===== config.mk =====
export PLATFORM = sky130hd
export DESIGN_NAME = go_to_goal_p_controller_top
export DESIGN_NICKNAME = d
export VERILOG_FILES = /design/src/design/gtg_pkg.sv /design/src/design/gtg_front.sv /design/src/design/gtg_queue.sv /design/src/design/gtg_back.sv /design/src/design/go_to_goal_p_controller_top.sv
export SDC_FILE = /design/constraint.sdc
export NUM_CORES = 2
export LEC_CHECK = 0
export ABC_AREA = 1
export BUFFER_PORTS_ARGS = -buffer_cell sky130_fd_sc_hd__clkbuf_2
export CAP_MARGIN = 20
export CORE_MARGIN = 8
export CORE_UTILIZATION = 55
export DETAILED_ROUTE_END_ITERATION = 12
export PLACE_DENSITY_LB_ADDON = 0.08
export REMOVE_ABC_BUFFERS = 1
export SLEW_MARGIN = 10
export SYNTH_ARGS = -nofsm -noshare
export SYNTH_HDL_FRONTEND = slang
export SYNTH_SLANG_ARGS = --single-unit

===== constraint.sdc =====
create_clock -name clock -period 16.45 [get_ports clock]
set_clock_uncertainty 0.1 [all_clocks]
set_input_delay 1.645 -clock clock [delete_from_list [all_inputs] [get_ports clock]]
set_output_delay 1.645 -clock clock [all_outputs]
set_load 0.02 [all_outputs]

===== src/design/gtg_pkg.sv =====
// Package for the go-to-goal controller: shared types and constants.
// No dependencies.
`timescale 1ns / 1ps
package gtg_pkg;
   localparam int AtanEntries = 24;
   localparam logic signed [33:0] PI_Q30 = 34'sd3373259426;
   localparam logic [31:0] INV_GAIN_Q32 = 32'd2608131496;

   typedef enum logic [1:0] {
      MODE_POSE   = 2'd0,
      MODE_TARGET = 2'd1,
      MODE_TICK   = 2'd2,
      MODE_UNUSED = 2'd3
   } mode_type;

   localparam logic [1:0] CSR_WINDOW = 2'd0;
   localparam logic [1:0] CSR_WORLD  = 2'd1;
   localparam logic [1:0] CSR_GAIN   = 2'd2;

   // One queued job for the back end: a target scaling or a control tick.
   typedef struct packed {
      logic               is_tick;
      logic signed [13:0] tx;
      logic signed [13:0] ty;
   } job_type;

   function automatic logic [29:0] atan_q30(input logic [4:0] i);
      case (i)
         5'd0: atan_q30 = 30'd843314856;
         5'd1: atan_q30 = 30'd497837829;
         5'd2: atan_q30 = 30'd263043836;
         5'd3: atan_q30 = 30'd133525158;
         5'd4: atan_q30 = 30'd67021686;
         5'd5: atan_q30 = 30'd33543515;
         5'd6: atan_q30 = 30'd16775850;
         5'd7: atan_q30 = 30'd8388437;
         5'd8: atan_q30 = 30'd4194282;
         5'd9: atan_q30 = 30'd2097149;
         5'd10: atan_q30 = 30'd1048575;
         5'd11: atan_q30 = 30'd524287;
         5'd12: atan_q30 = 30'd262143;
         5'd13: atan_q30 = 30'd131071;
         5'd14: atan_q30 = 30'd65535;
         5'd15: atan_q30 = 30'd32767;
         5'd16: atan_q30 = 30'd16383;
         5'd17: atan_q30 = 30'd8191;
         5'd18: atan_q30 = 30'd4095;
         5'd19: atan_q30 = 30'd2047;
         5'd20: atan_q30 = 30'd1023;
         5'd21: atan_q30 = 30'd511;
         5'd22: atan_q30 = 30'd255;
         5'd23: atan_q30 = 30'd127;
         default: atan_q30 = 30'd0;
      endcase
   endfunction
endpackage


===== src/design/gtg_front.sv =====
// Front end: accepts transactions, applies pose updates, queues target and tick jobs.
// Depends on gtg_pkg.
`timescale 1ns / 1ps
module gtg_front
   import gtg_pkg::*;
(
   input  logic               clock,
   input  logic               reset,
   input  logic               push,
   output logic               full,
   input  logic [1:0]         mode,
   input  logic signed [15:0] pos_x,
   input  logic signed [15:0] pos_y,
   input  logic signed [15:0] heading,
   input  logic signed [13:0] target_x_px,
   input  logic signed [13:0] target_y_px,
   input  logic               job_full,
   output logic               job_push,
   output job_type            job,
   output logic signed [15:0] robot_x_ff,
   output logic signed [15:0] robot_y_ff,
   output logic signed [15:0] robot_heading_ff
);
   logic accept;
   assign full   = job_full;
   assign accept = push && !full;
   assign job_push = accept && (mode == MODE_TARGET || mode == MODE_TICK);
   assign job.is_tick = (mode == MODE_TICK);
   assign job.tx = target_x_px;
   assign job.ty = target_y_px;

   // Pose is applied at once; the queue is in order, so a later tick must not
   // see it early. Ordering is kept by stalling while jobs are pending (full).
   always_ff @(posedge clock) begin
      if (reset) begin
         robot_x_ff <= '0;
         robot_y_ff <= '0;
         robot_heading_ff <= '0;
      end else if (accept && mode == MODE_POSE) begin
         robot_x_ff <= pos_x;
         robot_y_ff <= pos_y;
         robot_heading_ff <= heading;
      end
   end
endmodule


===== src/design/gtg_queue.sv =====
// Two-entry job queue between front and back end.
// Depends on gtg_pkg.
`timescale 1ns / 1ps
module gtg_queue
   import gtg_pkg::*;
(
   input  logic    clock,
   input  logic    reset,
   input  logic    push,
   input  job_type din,
   output logic    full,
   output logic    busy,
   input  logic    pop,
   output logic    valid,
   output job_type dout
);
   job_type mem [2];
   logic [1:0] count_ff, count_in;
   logic       wptr_ff, rptr_ff;
   logic       do_push, do_pop;
   logic       busy_hold;

   assign valid   = (count_ff != 2'd0);
   assign do_pop  = pop && valid;
   assign do_push = push && !full;
   assign dout    = mem[rptr_ff];
   always_comb begin
      count_in = count_ff;
      if (do_push && !do_pop) count_in = count_ff + 2'd1;
      else if (!do_push && do_pop) count_in = count_ff - 2'd1;
   end
   always_ff @(posedge clock) begin
      if (reset) begin
         count_ff <= '0;
         wptr_ff <= 1'b0;
         rptr_ff <= 1'b0;
      end else begin
         count_ff <= count_in;
         if (do_push) wptr_ff <= ~wptr_ff;
         if (do_pop) rptr_ff <= ~rptr_ff;
      end
      if (do_push) mem[wptr_ff] <= din;
   end
   assign full = (count_ff == 2'd2) || busy_hold;
   assign busy = valid;
   // Pose updates must not overtake queued jobs; hold the front end while any
   // job is queued or in progress is decided at the top (busy).
   assign busy_hold = 1'b0;
endmodule


===== src/design/gtg_back.sv =====
// Back end: serial divider for target scaling, iterated CORDIC and output stage.
// Depends on gtg_pkg.
`timescale 1ns / 1ps
module gtg_back
   import gtg_pkg::*;
#(
   parameter int CORDIC_STEPS = 16
) (
   input  logic               clock,
   input  logic               reset,
   input  logic               job_valid,
   input  job_type            job,
   output logic               job_pop,
   output logic               idle,
   input  logic [12:0]        window_height,
   input  logic [15:0]        world_height,
   input  logic [15:0]        gain,
   input  logic signed [15:0] robot_x,
   input  logic signed [15:0] robot_y,
   input  logic signed [15:0] robot_heading,
   output logic               out_valid,
   input  logic               out_pop,
   output logic [15:0]        out_speed,
   output logic signed [15:0] out_rate
);
   localparam int Steps = (CORDIC_STEPS > AtanEntries) ? AtanEntries : CORDIC_STEPS;

   typedef enum logic [3:0] {
      S_IDLE, S_DMUL, S_DIV, S_DNEXT, S_CPRE, S_CITER, S_LMUL, S_SMUL, S_OUT
   } state_type;

   state_type state_ff;
   logic               axis_ff;
   logic signed [13:0] tx_ff;
   logic signed [13:0] ty_ff;
   logic               neg_ff;
   logic [29:0]        num_ff;
   logic [29:0]        quo_ff;
   logic [13:0]        rem_ff;
   logic [4:0]         cnt_ff;
   logic signed [15:0] goal_x_ff, goal_y_ff;
   logic signed [34:0] x_ff, y_ff;
   logic signed [35:0] z_ff;
   logic [33:0]        len_ff;
   logic [15:0]        spd_ff;
   logic signed [15:0] rate_ff;
   logic               ovalid_ff;
   logic [49:0]        prod_ff;

   // Divider step.
   logic [14:0] rem_shift;
   logic        rem_ge;
   assign rem_shift = {rem_ff, num_ff[29]};
   assign rem_ge    = rem_shift >= {2'b0, window_height};

   // Absolute pixel value of the selected axis; S_DMUL multiplies it by world height and adds half the divisor.
   logic signed [13:0] px_sel;
   logic [13:0]        px_abs;
   assign px_sel = axis_ff ? ty_ff : tx_ff;
   assign px_abs = px_sel[13] ? 14'(-px_sel) : px_sel;

   // CORDIC step.
   logic signed [34:0] dx, dy;
   assign dx = y_ff >>> cnt_ff;
   assign dy = x_ff >>> cnt_ff;

   // Error vector.
   logic signed [16:0] ex, ey;
   assign ex = 17'(goal_x_ff) - 17'(robot_x);
   assign ey = 17'(goal_y_ff) - 17'(robot_y);

   logic signed [35:0] bsum;
   logic signed [17:0] bear;
   logic signed [18:0] rdiff;
   assign bsum  = z_ff + 36'sd131072;
   assign bear  = 18'(bsum >>> 18);
   assign rdiff = 19'(bear) - 19'(robot_heading);

   logic signed [30:0] qs;
   assign qs = neg_ff ? -$signed({1'b0, quo_ff}) : $signed({1'b0, quo_ff});

   assign job_pop   = (state_ff == S_IDLE) && job_valid && !ovalid_ff;
   assign idle      = (state_ff == S_IDLE) && !job_valid;
   assign out_valid = ovalid_ff;
   assign out_speed = spd_ff;
   assign out_rate  = rate_ff;

   always_ff @(posedge clock) begin
      if (reset) begin
         state_ff  <= S_IDLE;
         ovalid_ff <= 1'b0;
         goal_x_ff <= '0;
         goal_y_ff <= '0;
      end else begin
         if (out_pop && ovalid_ff) ovalid_ff <= 1'b0;
         case (state_ff)
            S_IDLE: begin
               if (job_pop) begin
                  if (job.is_tick) state_ff <= S_CPRE;
                  else if (window_height != 13'd0) begin
                     tx_ff   <= job.tx;
                     ty_ff   <= job.ty;
                     axis_ff <= 1'b0;
                     state_ff <= S_DMUL;
                  end
               end
            end
            S_DMUL: begin
               // 14x16 product plus half the divisor.
               num_ff <= 30'(px_abs * world_height) + 30'(window_height >> 1);
               neg_ff <= px_sel[13];
               rem_ff <= '0;
               cnt_ff <= '0;
               state_ff <= S_DIV;
            end
            S_DIV: begin
               num_ff <= {num_ff[28:0], 1'b0};
               quo_ff <= {quo_ff[28:0], rem_ge};
               rem_ff <= rem_ge ? 14'(rem_shift - {2'b0, window_height}) : rem_shift[13:0];
               cnt_ff <= cnt_ff + 5'd1;
               if (cnt_ff == 5'd29) state_ff <= S_DNEXT;
            end
            S_DNEXT: begin
               if (!axis_ff) begin
                  goal_x_ff <= (qs > 31'sd32767) ? 16'sd32767 :
                               (qs < -31'sd32768) ? -16'sd32768 : 16'(qs);
                  axis_ff <= 1'b1;
                  state_ff <= S_DMUL;
               end else begin
                  goal_y_ff <= (qs > 31'sd32767) ? 16'sd32767 :
                               (qs < -31'sd32768) ? -16'sd32768 : 16'(qs);
                  state_ff <= S_IDLE;
               end
            end
            S_CPRE: begin
               cnt_ff <= '0;
               if (ex == 17'sd0 && ey == 17'sd0) begin
                  x_ff <= '0;
                  z_ff <= '0;
                  state_ff <= S_LMUL;
               end else if (ex < 0) begin
                  x_ff <= -(35'(ex) <<< 12);
                  y_ff <= -(35'(ey) <<< 12);
                  z_ff <= (ey >= 0) ? 36'(PI_Q30) : -36'(PI_Q30);
                  state_ff <= S_CITER;
               end else begin
                  x_ff <= 35'(ex) <<< 12;
                  y_ff <= 35'(ey) <<< 12;
                  z_ff <= '0;
                  state_ff <= S_CITER;
               end
            end
            S_CITER: begin
               if (y_ff >= 0) begin
                  x_ff <= x_ff + dx;
                  y_ff <= y_ff - dy;
                  z_ff <= z_ff + 36'(atan_q30(cnt_ff));
               end else begin
                  x_ff <= x_ff - dx;
                  y_ff <= y_ff + dy;
                  z_ff <= z_ff - 36'(atan_q30(cnt_ff));
               end
               cnt_ff <= cnt_ff + 5'd1;
               if (cnt_ff == 5'(Steps - 1)) state_ff <= S_LMUL;
            end
            S_LMUL: begin
               // x stays below 2^31; one 32x32 multiply.
               len_ff <= 34'((64'(x_ff[31:0]) * 64'(INV_GAIN_Q32)) >> 32);
               state_ff <= S_SMUL;
            end
            S_SMUL: begin
               prod_ff <= 50'(len_ff) * 50'(gain) + 50'd134217728;
               state_ff <= S_OUT;
            end
            S_OUT: begin
               if (!ovalid_ff) begin
                  spd_ff <= (prod_ff[49:28] > 22'd65535) ? 16'hFFFF : prod_ff[43:28];
                  rate_ff <= (rdiff > 19'sd32767) ? 16'sd32767 :
                             (rdiff < -19'sd32768) ? -16'sd32768 : 16'(rdiff);
                  ovalid_ff <= 1'b1;
                  state_ff <= S_IDLE;
               end
            end
            default: state_ff <= S_IDLE;
         endcase
      end
   end

   assert property (@(posedge clock) disable iff (reset)
      (state_ff == S_OUT && !ovalid_ff) |=> ovalid_ff)
      else $error("result not raised");
   assert property (@(posedge clock) disable iff (reset)
      (state_ff == S_CITER) |-> (cnt_ff < 5'(Steps)))
      else $error("cordic count overrun");
   assert property (@(posedge clock) disable iff (reset)
      job_pop |-> !ovalid_ff)
      else $error("job taken while result waits");
endmodule


===== src/design/go_to_goal_p_controller_top.sv =====
// Top level of the go-to-goal proportional controller.
// Depends on gtg_pkg, gtg_front, gtg_queue and gtg_back.
//
//   channel   handshake        payload
//   req       push / full      mode, pos_x, pos_y, heading, target_x_px, target_y_px
//   rsp       empty / pop      linear_speed, angular_rate
//   csr       csr_we           csr_index, csr_wdata
//
// A pose transaction is applied directly to the pose registers. A target
// transaction runs two 30-step serial divisions; a control tick runs the
// iterated CORDIC unit. Synchronous reset clears the goal and pose
// to zero and the registers to their defaults. The front end stalls (full) while
// any job is queued or running, so pose updates stay in order with ticks; a
// waiting result holds the back end until popped.
`timescale 1ns / 1ps
module go_to_goal_p_controller_top
   import gtg_pkg::*;
#(
   parameter int CORDIC_STEPS = 16
) (
   input  logic               clock,
   input  logic               reset,
   input  logic               push,
   output logic               full,
   input  logic [1:0]         req_mode,
   input  logic signed [15:0] req_pos_x,
   input  logic signed [15:0] req_pos_y,
   input  logic signed [15:0] req_heading,
   input  logic signed [13:0] req_target_x_px,
   input  logic signed [13:0] req_target_y_px,
   output logic               empty,
   input  logic               pop,
   output logic [15:0]        rsp_linear_speed,
   output logic signed [15:0] rsp_angular_rate,
   input  logic               csr_we,
   input  logic [1:0]         csr_index,
   input  logic [15:0]        csr_wdata
);
   logic [12:0] window_height_ff;
   logic [15:0] world_height_ff, gain_ff;

   always_ff @(posedge clock) begin
      if (reset) begin
         window_height_ff <= 13'd500;
         world_height_ff  <= 16'd11355;
         gain_ff          <= 16'd6554;
      end else if (csr_we) begin
         case (csr_index)
            CSR_WINDOW: window_height_ff <= csr_wdata[12:0];
            CSR_WORLD:  world_height_ff  <= csr_wdata;
            CSR_GAIN:   gain_ff          <= csr_wdata;
            default: ;
         endcase
      end
   end

   logic    q_full, q_busy, q_valid, q_pop, q_push, back_idle, out_valid;
   job_type q_in, q_out;
   logic signed [15:0] rx, ry, rh;

   // The front end is held whenever any earlier job is still in progress.
   logic front_hold;
   assign front_hold = q_full || q_busy || !back_idle;

   gtg_front u_front (
      .clock, .reset, .push, .full,
      .mode(req_mode), .pos_x(req_pos_x), .pos_y(req_pos_y), .heading(req_heading),
      .target_x_px(req_target_x_px), .target_y_px(req_target_y_px),
      .job_full(front_hold), .job_push(q_push), .job(q_in),
      .robot_x_ff(rx), .robot_y_ff(ry), .robot_heading_ff(rh)
   );

   gtg_queue u_queue (
      .clock, .reset, .push(q_push), .din(q_in), .full(q_full), .busy(q_busy),
      .pop(q_pop), .valid(q_valid), .dout(q_out)
   );

   gtg_back #(.CORDIC_STEPS(CORDIC_STEPS)) u_back (
      .clock, .reset, .job_valid(q_valid), .job(q_out), .job_pop(q_pop),
      .idle(back_idle), .window_height(window_height_ff),
      .world_height(world_height_ff), .gain(gain_ff),
      .robot_x(rx), .robot_y(ry), .robot_heading(rh),
      .out_valid, .out_pop(pop), .out_speed(rsp_linear_speed),
      .out_rate(rsp_angular_rate)
   );

   assign empty = !out_valid;
endmodule


==> flow_summary_export.csv <==
group,metric,value,unit
outcome,status,"completed",
clock_tree,cts-hold-fix-buffers,0,
setup_path,crit_top_cell,"inv_1",
routing,ant_nets,0,
sta,slew_headroom,23.7,%
floorplanning,start_util,55.2,%
finish,drive_gt1_share,4.25,%
sta,setup_viol,0,
synthesis,synth.most_common_cell,"nand2_1",
synthesis,synth_warnings,0,
global_routing,grt_max_degree,84,
sta,worst_pin_slew,1140,ps
synthesis,synth_top_area_cell,"fa_1",
setup_path,critPathCaptureType,"flip-flop",
synthesis,synth_flop_cell,"edfxtp_1",
global_routing,grt_pass1_wl,375000,µm
floorplanning,die_h,398,µm
global_routing,antenna_found_initial,1,
floorplanning,die_w,398,µm
floorplanning,coreArea,145000,µm²
global_routing,grt_pass1_vias,68600,
routing,wire_per_inst,19.2,µm
sta,slew_violations,0,
setup_path,worst_ep_arrival_time,9120,ps
synthesis,syn_inst,10400,
clock_tree,clk_latency,680,ps
finish,final_cells,12300,
setup_path,slowest_delay,700,ps
place,dp.cells,12200,
synthesis,synth.avg_cell_area,7.71,µm²
floorplanning,ios,135,
place,gp_congestion,0.949,
synthesis,synth_area,80300,µm²
place,port_buffers,134,
synthesis,synth_edf_count,358,
routing,drc,0,
clock_tree,clockRootBuffer,"clkbuf_16",
sta,period_share,53.5,%
clock_tree,cts_tree,"built",
setup_path,worstPathMaxFanout,16,
clock_tree,cts_setup_buffers,0,
routing,drt_iter0_markers,4982,
sta,rsz0062_at_grt,"false",
clock_tree,cts_buffer_depth,3,
finish,fin_nets,12300,
floorplanning,die-area,158000,µm²
routing,avgViaCountPerCell,5.47,
setup_path,slowest_stage,"edfxtp_1",
clock_tree,clock_sinks,523,
global_routing,track_usage,29.8,%
job,cap_violations,0,
clock_tree,cts_resized,0,
synthesis,ys_types,66,
place,hpwl,192000,µm
routing,vias,67500,
synthesis,synth-async-reset-ratio,0,%
routing,wl,236000,µm
setup_path,startpoint_type,"flip-flop",
sta,timing.fmax,0.114,GHz
sta,setup_tns,0,ps
synthesis,synth_top_cell_area_share,26.4,%
clock_tree,cts-htree-levels,3,
clock_tree,cts.clk_slew.worst_paths,60,ps
floorplanning,rows,140,
synthesis,synthTopCellsByArea,"fa_1 26%, edfxtp_1 13%, ha_1 12%",
finish,nFillCells,13800,
sta,fin_crit,8790,ps
synthesis,ys_ff_latch,523,
finish,n_antenna_cell,0,
setup_path,crit_type,"flip-flop to flip-flop",
routing,firstDrtPassIters,6,
setup_path,required,16770,ps
synthesis,synth_common_cells,"2,412 x nand2_1, 2,237 x inv_1, 1,058 x fa_1",
finish,syn_to_final_growth,5.78,%
global_routing,grt_overflow_total,0,
synthesis,seq_area_frac_synth,17.5,%
worst_hold_path,hp-class,"flip-flop to flip-flop",
clock_tree,numCtsBuffers,67,
sta,hold_viol_final,0,
[cell type report]
class	instances	area, µm²	area share [%]
clock buffer	84	1800	2.12
clock inverter	38	378	0.445
inverter	2256	8470	9.98
multi-input combinational	7315	56600	66.6
sequential	523	14100	16.6
tap	1917	2400	2.82
timing repair buffer	213	1280	1.50
[state kept, by name, indices dropped and copies added, names as in the netlist, 21 cells and up, named ones only]
signal	cells
u_queue.mem	58
u_back.x_ff	35
u_back.len_ff	32
u_back.num_ff	30
u_back.z_ff	36
u_back.y_ff	35
u_back.prod_ff	21
u_back.quo_ff	30
[cells in the final DEF (no fill, tap or decap), drive strengths merged, types with 30 or more instances in the layout]
master	n
a21o	30
o211ai	52
o21ai	541
or2	42
xnor2	100
buf	79
ha	759
o21a	57
xor2	148
nand2	2416
clkinv	30
nand3	472
a31oi	63
fa	1058
a21oi	534
nand4	50
clkbuf	218
nor2	729
o21bai	31
dfxtp	165
nor3	66
inv	2260
edfxtp	358
[metrics by stage]
stage / setup WS, ps / utilization, % / area (µm²) / hold WS (ps)
final: 7660 / 58.4 / 84900 / 354
after global placement: 7670 / 56.9 / 82700 / 334
after floorplan: 8780 / - / 79000 / 326
after global routing: 6860 / 58.4 / 84900 / 365
after detailed placement: 7660 / 56.9 / 82700 / 333
after CTS: 7620 / 58.4 / 84900 / 359
[cell families (layout without fill, tap and decap cells)]
logic type	count (synthesis)	in the layout	share of synthesized area, %
AO/OA/AOI/OAI	1383	1383	9.54
XOR/XNOR	248	248	2.70
adder cells (fa/ha/maj)	1817	1817	38.2
buffers and inverters	2578	2591	12.2
flip-flops	523	523	17.5
multiplexers	37	37	0.505
AND/OR/NAND/NOR	3830	3830	19.4
[critical path: cells and delay by family, from the launching register on]
family                     cells  cell delay [ps]
AOI/OAI and AO/OA              7             1190
and+or+nand+nor               10             1570
DFF                            1              700
buffers and inverters         11             1140
adders and majority gates      8             3810
[metal layers]
layer  up-vias  wire length (µm)  track usage, %
met5         -                13               0
met4         2              7800            9.02
met3       419             16400            4.73
met2      2202            109000            49.1
met1     32600            103000            40.5
li1      32300                 -               -
[path summary, 6_finish.rpt]
path,from,to,slack (ps),depth (start not counted)
worst max-delay path,u_back.axis_ff,u_back.num_ff[24],7660,36
worst min-delay path,u_back.quo_ff[20],u_back.quo_ff[21],350,0
worst max register to register,u_back.axis_ff,u_back.num_ff[24],7660,36
worst min register to register,u_back.quo_ff[20],u_back.quo_ff[21],350,0
Power is not shown: default switching activity piles up to over one toggle a cycle in this logic, so the estimate is an artifact.
